`src/hdl/bc1_colour_block_decoder_core_macros.svh`:
```
// ----------------------------------------------------------------------------
// BC1 decoder assertion macros
// Shared assertion forms for the BC1 colour block decoder. Each macro checks
// on the rising edge of clk and is disabled while arst_n is low.
// ----------------------------------------------------------------------------
`ifndef BC1_COLOUR_BLOCK_DECODER_CORE_MACROS_SVH
`define BC1_COLOUR_BLOCK_DECODER_CORE_MACROS_SVH

// The consequent holds in the same cycle as the antecedent.
`define BC1_ASSERT_NOW(label, ante, cons, msg) \
	label: assert property (@(posedge clk) disable iff (!arst_n) (ante) |-> (cons)) \
		else $error(msg);

// The consequent holds in the cycle after the antecedent.
`define BC1_ASSERT_NEXT(label, ante, cons, msg) \
	label: assert property (@(posedge clk) disable iff (!arst_n) (ante) |=> (cons)) \
		else $error(msg);

`endif

```
`src/hdl/bc1cbd_pkg.sv`:
```
// ----------------------------------------------------------------------------
// BC1 decoder package
// Types, constants and helper functions shared by the BC1 decoder modules.
// ----------------------------------------------------------------------------
package bc1cbd_pkg;

	localparam int unsigned TexelCount = 16;
	localparam int unsigned TexelNumW  = 4;
	localparam int unsigned IndexW     = 2;
	localparam int unsigned IndexWordW = TexelCount * IndexW;
	localparam int unsigned ChanW      = 8;
	localparam int unsigned OutChanW   = 16;
	localparam int unsigned InDataW    = 64;
	localparam int unsigned OutDataW   = 72;

	localparam logic [TexelNumW-1:0] LastTexel = 4'd15;
	localparam logic [ChanW-1:0]     AlphaOpaque = 8'hFF;

	// Divide by three as a multiply by 683/2048; exact for inputs below 2048.
	localparam logic [10:0] Div3Mul = 11'd683;
	localparam int unsigned Div3Shift = 11;

	// Configuration register indexes.
	localparam logic [0:0] CfgAllowThree = 1'b0;
	localparam logic [0:0] CfgWideOutput = 1'b1;

	typedef logic [ChanW-1:0] chan_t;
	typedef chan_t [3:0] lane_pal_t;

	// Request that leaves the lane stage for the serializer.
	typedef struct packed {
		logic                  valid;
		logic                  three;
		logic [IndexWordW-1:0] idx;
	} blk_ctl_t;

	function automatic chan_t expand5(input logic [4:0] v);
		return {v, v[4:2]};
	endfunction

	function automatic chan_t expand6(input logic [5:0] v);
		return {v, v[5:4]};
	endfunction

	function automatic chan_t div3(input logic [9:0] x);
		logic [20:0] p;
		p = x * Div3Mul;
		return p[Div3Shift +: ChanW];
	endfunction

endpackage

```
`src/hdl/bc1cbd_lane.sv`:
```
// ----------------------------------------------------------------------------
// BC1 decoder channel lane
// Builds the four palette entries of one colour channel from the two
// expanded endpoint values and registers them.
// ----------------------------------------------------------------------------
module bc1cbd_lane (
	input  logic                clk,
	input  logic                en,
	input  logic                three,
	input  bc1cbd_pkg::chan_t   a,
	input  bc1cbd_pkg::chan_t   b,
	output bc1cbd_pkg::lane_pal_t pal_s2
);

	logic [8:0]        sum_ab;
	logic [9:0]        sum_2a_b;
	logic [9:0]        sum_a_2b;
	bc1cbd_pkg::chan_t entry2;
	bc1cbd_pkg::chan_t entry3;

	always_comb begin
		sum_ab   = {1'b0, a} + {1'b0, b};
		sum_2a_b = {1'b0, a, 1'b0} + {2'b00, b};
		sum_a_2b = {2'b00, a} + {1'b0, b, 1'b0};
		if (three) begin
			entry2 = sum_ab[8:1];
			entry3 = '0;
		end else begin
			entry2 = bc1cbd_pkg::div3(sum_2a_b);
			entry3 = bc1cbd_pkg::div3(sum_a_2b);
		end
	end

	always_ff @(posedge clk) begin
		if (en) begin
			pal_s2 <= {entry3, entry2, b, a};
		end
	end

endmodule

```
`src/hdl/bc1cbd_emit.sv`:
```
// ----------------------------------------------------------------------------
// BC1 decoder texel serializer
// Merges the three channel lanes into one palette, walks the sixteen indices
// and drives one texel per cycle, unless m_tready stalls, via a registered output.
// ----------------------------------------------------------------------------
`include "bc1_colour_block_decoder_core_macros.svh"

module bc1cbd_emit (
	input  logic                               clk,
	input  logic                               arst_n,
	input  logic                               wide,
	input  bc1cbd_pkg::blk_ctl_t               blk,
	input  bc1cbd_pkg::lane_pal_t              pal_red,
	input  bc1cbd_pkg::lane_pal_t              pal_green,
	input  bc1cbd_pkg::lane_pal_t              pal_blue,
	output logic                               load,
	output logic                               m_tvalid,
	input  logic                               m_tready,
	// texel_number[3:0], red[19:4], green[35:20], blue[51:36], alpha[67:52]
	output logic [bc1cbd_pkg::OutDataW-1:0]    m_tdata,
	output logic                               m_tlast
);

	bc1cbd_pkg::lane_pal_t                red_q, green_q, blue_q;
	logic                                 three_q;
	logic [bc1cbd_pkg::IndexWordW-1:0]    idx_q;
	logic [bc1cbd_pkg::TexelNumW-1:0]     cnt_q;
	logic                                 busy_q;
	logic                                 out_valid_q;
	logic [bc1cbd_pkg::TexelNumW-1:0]     num_q;
	logic [bc1cbd_pkg::OutChanW-1:0]      red_out_q, green_out_q, blue_out_q, alpha_out_q;
	logic                                 last_q;

	logic                                 emit;
	logic [bc1cbd_pkg::IndexW-1:0]        sel;
	bc1cbd_pkg::chan_t                    r8, g8, b8, a8;

	function automatic logic [bc1cbd_pkg::OutChanW-1:0] scale(
		input bc1cbd_pkg::chan_t v, input logic w);
		return w ? {v, v} : {8'h00, v};
	endfunction

	assign emit = busy_q && (!out_valid_q || m_tready);
	assign load = blk.valid && (!busy_q || (emit && cnt_q == bc1cbd_pkg::LastTexel));

	always_comb begin
		sel = idx_q[{cnt_q, 1'b0} +: bc1cbd_pkg::IndexW];
		r8  = red_q[sel];
		g8  = green_q[sel];
		b8  = blue_q[sel];
		// Only the fourth entry of a three-colour block is transparent.
		a8  = (three_q && sel == 2'd3) ? '0 : bc1cbd_pkg::AlphaOpaque;
	end

	always_ff @(posedge clk or negedge arst_n) begin
		if (!arst_n) begin
			busy_q      <= 1'b0;
			cnt_q       <= '0;
			out_valid_q <= 1'b0;
		end else begin
			if (load) begin
				busy_q <= 1'b1;
				cnt_q  <= '0;
			end else if (emit) begin
				cnt_q <= cnt_q + 1'b1;
				if (cnt_q == bc1cbd_pkg::LastTexel) begin
					busy_q <= 1'b0;
				end
			end
			if (emit) begin
				out_valid_q <= 1'b1;
			end else if (m_tready) begin
				out_valid_q <= 1'b0;
			end
		end
	end

	always_ff @(posedge clk) begin
		if (load) begin
			red_q   <= pal_red;
			green_q <= pal_green;
			blue_q  <= pal_blue;
			three_q <= blk.three;
			idx_q   <= blk.idx;
		end
		if (emit) begin
			num_q       <= cnt_q;
			red_out_q   <= scale(r8, wide);
			green_out_q <= scale(g8, wide);
			blue_out_q  <= scale(b8, wide);
			alpha_out_q <= scale(a8, wide);
			last_q      <= (cnt_q == bc1cbd_pkg::LastTexel);
		end
	end

	assign m_tvalid = out_valid_q;
	assign m_tdata  = {4'h0, alpha_out_q, blue_out_q, green_out_q, red_out_q, num_q};
	assign m_tlast  = last_q;

	`BC1_ASSERT_NOW(a_last_on_final, out_valid_q, last_q == (num_q == bc1cbd_pkg::LastTexel), "tlast does not match texel 15")
	`BC1_ASSERT_NEXT(a_emit_fills_out, emit, out_valid_q && num_q == $past(cnt_q), "emitted texel not in output register")
	`BC1_ASSERT_NEXT(a_stall_holds_cnt, busy_q && !emit && !load, $stable(cnt_q) && busy_q, "texel counter moved during a stall")
	`BC1_ASSERT_NEXT(a_mid_block_busy, emit && cnt_q != bc1cbd_pkg::LastTexel, busy_q, "block ended before texel 15")

endmodule

```
`src/hdl/bc1_colour_block_decoder_core.sv`:
```
// ----------------------------------------------------------------------------
// BC1 colour block decoder
// Decodes one 64-bit BC1 colour block into sixteen RGBA texels.
//
//   channel   direction  accept when               payload
//   s_*       in         s_tvalid & s_tready       tdata: block (e0, e1, indices)
//   m_*       out        m_tvalid & m_tready       tdata: texel, tlast: texel 15
//   cfg_*     in         cfg_we                    cfg_index, cfg_data
//
// Throughput is one texel per cycle while m_tready stays high; the texel
// serializer that walks the sixteen indices sets that rate.
// An accepted block moves through stage one and stage two (the lane registers)
// into the serializer; its texels pass the output register to reach m_tdata.
// Two further blocks can be taken while one is being emitted; an output
// stall holds the serializer, then the lane stage, then s_tready.
// arst_n clears all control state; allow_three_colour resets to 1.
// ----------------------------------------------------------------------------
module bc1_colour_block_decoder_core (
	input  logic                             clk,
	input  logic                             arst_n,
	input  logic                             s_tvalid,
	output logic                             s_tready,
	// endpoint_zero[15:0], endpoint_one[31:16], index_word[63:32]
	input  logic [bc1cbd_pkg::InDataW-1:0]   s_tdata,
	output logic                             m_tvalid,
	input  logic                             m_tready,
	// texel_number[3:0], red[19:4], green[35:20], blue[51:36], alpha[67:52]
	output logic [bc1cbd_pkg::OutDataW-1:0]  m_tdata,
	output logic                             m_tlast,
	input  logic                             cfg_we,
	input  logic [0:0]                       cfg_index,
	input  logic [0:0]                       cfg_data
);

	logic                              allow_three_q;
	logic                              wide_q;

	logic                              valid_s1;
	logic                              three_s1;
	logic [15:0]                       e0_s1, e1_s1;
	logic [bc1cbd_pkg::IndexWordW-1:0] idx_s1;

	logic                              valid_s2;
	logic                              three_s2;
	logic [bc1cbd_pkg::IndexWordW-1:0] idx_s2;

	logic                              adv_s2;
	logic                              load;
	bc1cbd_pkg::blk_ctl_t              blk_s2;
	bc1cbd_pkg::lane_pal_t             pal_red_s2, pal_green_s2, pal_blue_s2;

	logic [15:0]                       in_e0, in_e1;

	assign in_e0 = s_tdata[15:0];
	assign in_e1 = s_tdata[31:16];

	// Stage two frees when the serializer takes its block.
	assign adv_s2   = valid_s1 && (!valid_s2 || load);
	assign s_tready = !valid_s1 || adv_s2;

	always_ff @(posedge clk or negedge arst_n) begin
		if (!arst_n) begin
			allow_three_q <= 1'b1;
			wide_q        <= 1'b0;
		end else if (cfg_we) begin
			unique case (cfg_index)
				bc1cbd_pkg::CfgAllowThree: allow_three_q <= cfg_data[0];
				bc1cbd_pkg::CfgWideOutput: wide_q        <= cfg_data[0];
			endcase
		end
	end

	always_ff @(posedge clk or negedge arst_n) begin
		if (!arst_n) begin
			valid_s1 <= 1'b0;
			valid_s2 <= 1'b0;
		end else begin
			if (s_tready) begin
				valid_s1 <= s_tvalid;
			end
			if (adv_s2) begin
				valid_s2 <= 1'b1;
			end else if (load) begin
				valid_s2 <= 1'b0;
			end
		end
	end

	always_ff @(posedge clk) begin
		if (s_tvalid && s_tready) begin
			e0_s1    <= in_e0;
			e1_s1    <= in_e1;
			idx_s1   <= s_tdata[63:32];
			three_s1 <= allow_three_q && (in_e0 <= in_e1);
		end
		if (adv_s2) begin
			three_s2 <= three_s1;
			idx_s2   <= idx_s1;
		end
	end

	bc1cbd_lane u_lane_red (
		.clk    (clk),
		.en     (adv_s2),
		.three  (three_s1),
		.a      (bc1cbd_pkg::expand5(e0_s1[15:11])),
		.b      (bc1cbd_pkg::expand5(e1_s1[15:11])),
		.pal_s2 (pal_red_s2)
	);

	bc1cbd_lane u_lane_green (
		.clk    (clk),
		.en     (adv_s2),
		.three  (three_s1),
		.a      (bc1cbd_pkg::expand6(e0_s1[10:5])),
		.b      (bc1cbd_pkg::expand6(e1_s1[10:5])),
		.pal_s2 (pal_green_s2)
	);

	bc1cbd_lane u_lane_blue (
		.clk    (clk),
		.en     (adv_s2),
		.three  (three_s1),
		.a      (bc1cbd_pkg::expand5(e0_s1[4:0])),
		.b      (bc1cbd_pkg::expand5(e1_s1[4:0])),
		.pal_s2 (pal_blue_s2)
	);

	always_comb begin
		blk_s2.valid = valid_s2;
		blk_s2.three = three_s2;
		blk_s2.idx   = idx_s2;
	end

	bc1cbd_emit u_emit (
		.clk       (clk),
		.arst_n    (arst_n),
		.wide      (wide_q),
		.blk       (blk_s2),
		.pal_red   (pal_red_s2),
		.pal_green (pal_green_s2),
		.pal_blue  (pal_blue_s2),
		.load      (load),
		.m_tvalid  (m_tvalid),
		.m_tready  (m_tready),
		.m_tdata   (m_tdata),
		.m_tlast   (m_tlast)
	);

endmodule

```
`config.mk`:
```
export PLATFORM = sky130hd
export DESIGN_NAME = bc1_colour_block_decoder_core
export DESIGN_NICKNAME = d
export VERILOG_FILES = /design/src/hdl/bc1cbd_pkg.sv /design/src/hdl/bc1cbd_lane.sv /design/src/hdl/bc1cbd_emit.sv /design/src/hdl/bc1_colour_block_decoder_core.sv
export VERILOG_INCLUDE_DIRS = /design/src /design/src/hdl
export SDC_FILE = /design/constraint.sdc
export NUM_CORES = 1
export LEC_CHECK = 0
export BUFFER_PORTS_ARGS = -buffer_cell sky130_fd_sc_hd__buf_2
export CAP_MARGIN = 20
export CORE_ASPECT_RATIO = 1.4
export CORE_UTILIZATION = 25
export CTS_CLUSTER_SIZE = 12
export DETAILED_ROUTE_END_ITERATION = 10
export GPL_TIMING_DRIVEN = 0
export SYNTH_ARGS = -nofsm -noshare
export SYNTH_HDL_FRONTEND = slang
export SYNTH_SLANG_ARGS = --single-unit
```
`constraint.sdc`:
```
create_clock -name clk -period 7.28 [get_ports clk]
set_input_delay 1.456 -clock clk [delete_from_list [all_inputs] [get_ports clk]]
set_output_delay 1.456 -clock clk [all_outputs]
set_load 0.05 [all_outputs]
```
==> results of run 1 <==
[per-layer routing]
metal,track usage,share of wire,wire length [um],vias to the layer above
li1,-,-,-,7410
met3,0.0274,0.054,3030,114
met4,0.0458,0.039,2170,34
met5,0,0.0036,200,-
met2,0.203,0.51,28200,258
met1,0.123,0.40,22100,7209
[area by class of cell]
class,count,area share
repair buffers,151,0.0307
clock inverters,11,0.00473
inverters,305,0.0400
diodes,3,0.000263
flip-flops and latches,356,0.372
clock buffers,52,0.0354
multi-input cells,1285,0.449
well taps,1311,0.0574
plain buffers,47,0.0100
[flip-flops by register name, summed over array words and instances (netlist names), 16 cells and up]
register	flops
u_emit.blue_out_q	16
idx_s2	32
e0_s1	16
u_emit.idx_q	32
u_lane_red.pal_s2	26
u_lane_green.pal_s2	28
u_lane_blue.pal_s2	26
u_emit.red_q	26
u_emit.green_q	28
u_emit.red_out_q	16
u_emit.blue_q	26
e1_s1	16
idx_s1	32
u_emit.green_out_q	16
[synth_stat cells (14+ instances only)]
cell	number	area share
ha_1	409	0.21
edfxtp_1	346	0.42
inv_1	305	0.046
fa_1	130	0.10
a21oi_1	86	0.017
xnor2_1	81	0.029
nor2_1	57	0.0086
o21ai_0	54	0.011
a21o_1	50	0.015
nand2_1	42	0.0063
xor2_1	39	0.014
and2_1	37	0.0093
mux2i_1	35	0.014
nor2b_1	30	0.0075
buf_4	22	0.0066
nor3_1	22	0.0044
a211oi_1	18	0.0054
a21boi_1	16	0.0048
clkbuf_1	16	0.0024
o21bai_1	15	0.0045
nand2b_1	14	0.0035
nand4_1	14	0.0035
[worst register-to-register path, cell delays in order, from the launching register on]
cell	delay [ns]
edfxtp_1	0.56
ha_1	0.33
fa_1	0.41
a21o_1	0.17
a21oi_1	0.22
nor2b_1	0.10
o21a_1	0.17
nor2_1	0.11
xnor2_1	0.36
xnor2_1	0.17
ha_1	0.31
inv_1	0.05
fa_1	0.53
inv_1	0.05
fa_1	0.50
inv_1	0.05
fa_1	0.50
inv_1	0.05
ha_1	0.29
nand4_1	0.09
nor3_1	0.20
a22oi_1	0.17
o311ai_2	0.51
nor3b_1	0.13
or3_1	0.38
a31oi_1	0.28
[through the flow]
step	worst slack, ns	std cells
after CTS	0.00587	3515
after global placement	0.0323	3445
after floorplan	1.00	1993
final	0.371	3521
after detailed placement	-0.0399	3451
after global routing	0.00713	3520
[how the worst max path moves through the flow]
stage / start / end / slack, ns / cells after the start
2_1_floorplan: e0_s1[13] / u_lane_red.pal_s2[23] / 1.00 / 27
3_3_place_gp: e0_s1[13] / u_lane_red.pal_s2[22] / 0.03 / 27
3_5_place_dp: e0_s1[13] / u_lane_red.pal_s2[22] / -0.04 / 27
4_1_cts: e1_s1[14] / u_lane_red.pal_s2[22] / 0.006 / 27
5_1_grt: e0_s1[3] / u_lane_blue.pal_s2[29] / 0.007 / 22
6_report: e0_s1[9] / u_lane_green.pal_s2[23] / 0.37 / 25
[what timing repair did]
action,4_1_cts,5_1_grt
buffers inserted,1,3
cloned,0,0
pin swaps,0,1
setup endpoints to repair,2,15
gates resized for setup,0,6
[logic make-up after synthesis]
| group | after synthesis | synth area share |
|---|---|---|
| compound gates | 318 | 0.0845 |
| xor+xnor | 120 | 0.0423 |
| fa+ha+maj | 539 | 0.311 |
| buf+inv | 352 | 0.0574 |
| flops | 356 | 0.428 |
| mux | 48 | 0.0236 |
| other cells | 1 | 0.000151 |
| simple gates | 256 | 0.0534 |
==> run metrics, run 1 <==
GR Overflow Total 0; layout cell share with drive strength beyond 1 0.118; reg2reg start e0_s1[9]; footprint of the multi-input gates 0.0128 mm2; Critical Path RT 7.65 ns; minimum clock period 6.91 ns; CP Class reg2reg; Nets 2794; Max Transition Viols Final 0; area grow syn2layout 15.0%; # DRC 0; post-synthesis sequential area ratio 0.428; CTS tree yes; initial antenna violation count 19; hold slack 0.397 ns; global-route wire length before repair 86600 um; Worst-Skew Late Latency 0.57 ns; Sequential Area 0.0106 mm2; max_cap viols 0; max_slew headroom 0.404; io pins 146; antenna-violating nets left 0; DIE AREA 0.101 mm2; Reg clk slew, reported paths 0.06 ns; crit start category flop; Hold Path Class reg2reg; largest net degree at the start of global routing 60; H-tree depth 2; WL/cell 15.8 um; outcome complete, no violations; dpl cell area 0.0274 mm2; gpl congestion 0.815; Filler cells 10119; Synth Instances 1990; hold_sp u_lane_red.pal_s2[3]; Top FF cell, synth edfxtp_1; hold depth 0; num rows 136; Post-synth EDFFs 346; Die Ht 375 um; setup_tns 0 ns; CTS Buffer Depth 3; R2R cell count 25; Buf/Inv on CP 4; fin area 0.0286 mm2; Final Hold Violating Endpoints 0; GRT Total Usage 0.112; R2R Setup Slk 0.37 ns; async set-reset flop share out of synthesis 0.0281; DRT Pass-1 Iters 5; YS warnings 0; commonest non-fill, non-tap cells in the layout ha_1 (409), edfxtp_1 (346), inv_1 (305); crit-path max FO 7; WP data arrival 7.28 ns; number of global-route vias before repair 15917; Largest delay share family, worst path adder cells; CP Capture Type flop; commonest non-fill, non-tap cell in the layout ha_1; fin crit share 0.949; Synth Cell Area 0.0249 mm2; CTS root buffer clkbuf_16; hold endpoint u_emit.red_q[3]; distinct cell type count after synthesis 68; #FFs+latches synth 356; Hold Buf Count CTS 0; IO Port Bufs 141; CTS buffer count 38; Crit-path slowest cell edfxtp_1; Vias/cell 4.27; initial core utilization 0.253; clock tree sinks 356; number of DRC markers after the initial detailed-route iteration 622; CP max stage delay 0.56 ns; Fin Clk Skew 0.0285 ns; Post-Route WL 55700 um; Worst R2R End u_lane_green.pal_s2[23]; DR vias 15025; fin util 0.291; Worst Max-Slew Pin Slew 0.894 ns; FMAX 0.145 GHz; CORE AREA 0.0984 mm2; HPWL after DPL 45700 um; # setup viols final 0; Die Width 269 um; Avg Inst Size Synth 12.5 um2; RSZ-0062 raised after global routing no
Power of run 1 is not shown: default switching activity piles up to over one toggle a cycle in this logic, so the estimate is an artifact.
==> run 2, diff against run 1 <==
- SYNTH_HIERARCHICAL: unset -> 1
==> run 2 against run 1 <==
- utilization is 0.13 points lower
- clock skew is 0.015 ns higher
- register-to-register slack better by 0.04 ns
- first-iteration DRC count is 17% lower
- count of clock-buffer cells in the layout is 4 higher
- non-clock buffer count is 48 higher
- critical endpoint is now u_lane_blue/pal_s2[19]
==> run metrics, run 2 <==
layout cell share with drive strength beyond 1 0.132 (+0.0134); distinct cell type count after synthesis 90 (+32%); FMAX 0.146 GHz (+0.53%); GR Overflow Total 0 (unchanged); multiplexer area fraction after synthesis 0.0300 (+0.00636); Avg Inst Size Synth 12.2 um2 (-2.4%); Buf/Inv on CP 5 (+1); Worst-Skew Late Latency 0.60 ns (+0.03 ns); outcome complete, no violations; Final Hold Violating Endpoints 0 (unchanged); adder-cell share of the synthesized area 0.283 (-0.0277); Largest delay share family, worst path adder cells; Post-synth EDFFs 378 (+9.2%); crit-path max FO 10 (+3); #FFs+latches synth 388 (+9.0%); Reg clk slew, reported paths 0.06 ns (about the same); GRT Total Usage 0.119 (+0.00649); WL/cell 16.9 um (+6.6%); CTS root buffer clkbuf_16; fin area 0.0323 mm2 (+13%); Synth Cell Area 0.0281 mm2 (+13%); crit path cell chain fa_1 -> a21oi_1 -> o21ai_0 -> o21a_1 -> nor2_1 -> xor2_1 -> inv_1 -> ha_1 -> ha_1 -> inv_1 -> fa_1 -> inv_1 -> fa_1 -> inv_1 -> fa_1 -> inv_1 -> ha_1 -> a21oi_1 -> o21ai_1 -> o311ai_1 -> nand2b_1 -> a2111oi_2 -> a211oi_1; antenna-violating nets left 0 (unchanged); WP data arrival 7.20 ns (-0.08 ns); Vias/cell 4.50 (+5.5%); DRT Pass-1 Iters 5 (unchanged); DR vias 18046 (+20%); number of DRC markers after the initial detailed-route iteration 514 (-17%); DIE AREA 0.114 mm2 (+13%); CTS Buffer Depth 3 (unchanged); top cell type's share of synthesized area 0.403 (-0.0146); # DRC 0 (unchanged); CTS tree yes; CP max stage delay 0.66 ns (+0.10 ns); Max Transition Viols Final 0 (unchanged); num rows 145 (+6.6%); crit start category flop; largest family of logic cells by synthesized area adder cells; async set-reset flop share out of synthesis 0.0258 (-0.00232); Crit-path slowest cell edfxtp_1; initial antenna violation count 25 (+6); Synth Instances 2309 (+16%); Worst Max-Slew Pin Slew 0.894 ns (-0.000736 ns); Compound-Gate Fraction of Synth Area 0.0793 (-0.00524); max_cap viols 0 (unchanged); Die Width 286 um (+6.4%); Area contributors post-synth edfxtp_1 (40%), ha_1 (19%), fa_1 (9.4%), inv_1 (3.7%), nand3b_1 (2.6%); Die Ht 399 um (+6.4%); post-synth top area cell edfxtp_1; initial core utilization 0.252 (-0.000525); post-synthesis xor/xnor area fraction 0.0345 (-0.00782); Post-Route WL 67700 um (+21%); H-tree depth 2 (unchanged); area grow syn2layout 14.7%; dpl cell area 0.0308 mm2 (+13%); clock tree sinks 388 (+9.0%); Crit path depth 23 (-8.0%); post-synthesis sequential area ratio 0.412 (-0.0158); # setup viols final 0 (unchanged); Fin Clk Skew 0.0440 ns (+0.0155 ns); Critical Path RT 7.61 ns (-0.04 ns); largest net degree at the start of global routing 98 (+63%); number of global-route vias before repair 18833 (+18%); crit-path most repeated cell inv_1; Post-Synth Simple-Gate Area 0.108 (+0.0541); Nets 3143 (+12%); hold depth 0 (unchanged); Top FF cell, synth edfxtp_1; io pins 146 (unchanged); CP Class reg2reg; commonest non-fill, non-tap cells in the layout ha_1 (425), edfxtp_1 (378), inv_1 (281); commonest cells in the netlist ha_1 (425), edfxtp_1 (378), inv_1 (281), fa_1 (132), nand3_1 (111); most common cell in the netlist ha_1; HPWL after DPL 54800 um (+20%); minimum clock period 6.87 ns (-0.0367 ns); commonest non-fill, non-tap cell in the layout ha_1; fin util 0.289 (-0.00130); global-route wire length before repair 104000 um (+21%); fin crit share 0.944 (-0.00504); R2R cell count 23 (-8.0%); IO Port Bufs 141 (unchanged); gpl congestion 0.880 (+8.0%); Hold Path Class reg2reg; CTS buffer count 41 (+7.9%); max_slew headroom 0.404 (+0.000490); YS warnings 6 (+6); CP Capture Type flop; CORE AREA 0.112 mm2 (+13%); RSZ-0062 raised after global routing no
run 2: cell types whose count changed in the layout (fill, tap and decap cells not counted), moves of 23 or more:
cell | previous run | this run
edfxtp_1 | 346 | 378
inv_1 | 305 | 281
and4_1 | 3 | 51
clkbuf_1 | 28 | 57
and2_1 | 35 | 12
nand3_1 | 12 | 111
nand3b_1 | 1 | 98
run 2: worst register-to-register path: cells and delay by family, from the launching register on:
family,cells,cell delay [ns]
AO/OA/AOI/OAI,8,1.85
buffers and inverters,5,0.39
XOR/XNOR,1,0.34
adder cells (fa/ha/maj),7,3.07
AND/OR/NAND/NOR,2,0.29
flip-flops,1,0.66
run 2: cell families (layout without fill, tap and decap cells):
kind of cell	count (synthesis)	in the layout
flops	388	388
buf+inv	368	593
xor+xnor	109	109
simple gates	514	514
fa+ha+maj	557	557
mux	70	70
compound gates	302	302
other cells	1	7
run 2: through the flow:
step / setup TNS [ns] / worst slack [ns] / hold slack [ns] / std cells
global placement: -318.17 / -2.22 / 0.401 / 3923
detailed placement: -0.00944 / -0.00944 / 0.405 / 3927
floorplan: 0 / 0.0000977 / 0.400 / 2312
global route: 0 / 0.0146 / 0.416 / 4009
finish: 0 / 0.408 / 0.412 / 4010
CTS: 0 / 0.104 / 0.412 / 3994
run 2: final timing paths:
| path | start | endpoint | slack (ns) |
|---|---|---|---|
| worst max-delay path | e0_s1[3] | u_lane_blue/pal_s2[19] | 0.41 |
| worst min-delay path | u_lane_red/pal_s2[28] | u_emit/red_q[28] | 0.41 |
| worst max register to register | e0_s1[3] | u_lane_blue/pal_s2[19] | 0.41 |
| worst min register to register | u_lane_red/pal_s2[28] | u_emit/red_q[28] | 0.41 |
| max in group asynchronous | arst_n | allow_three_q | 6.16 |
| min in group asynchronous | arst_n | u_emit/m_tvalid | 0.79 |
run 2: repair_timing:
action                     4_1_cts  5_1_grt
resized for setup                0        3
setup endpoints to repair        1       10
hold buffers                     0        0
buffers inserted                 2       13
gates cloned                     0        0
run 2: final cells by class:
| cell class | count | area [um2] |
|---|---|---|
| Tap cell | 1470 | 1840 |
| Multi-Input combinational cell | 1556 | 15100 |
| Fill cell | 11412 | 79300 |
| Buffer | 86 | 460 |
| Inverter | 282 | 1060 |
| Clock inverter | 9 | 220 |
| Clock buffer | 56 | 1100 |
| Timing Repair Buffer | 160 | 928 |
| Sequential cell | 388 | 11600 |
| Antenna cell | 3 | 7.51 |
run 2: metal layers:
layer	GRT usage	vias to the layer above	wire [um]
li1	-	8781	-
met1	0.125	8721	26000
met2	0.224	350	35300
met3	0.0255	162	3390
met4	0.0503	32	2720
met5	0	-	202
Power of run 2 is left out for the same reason.
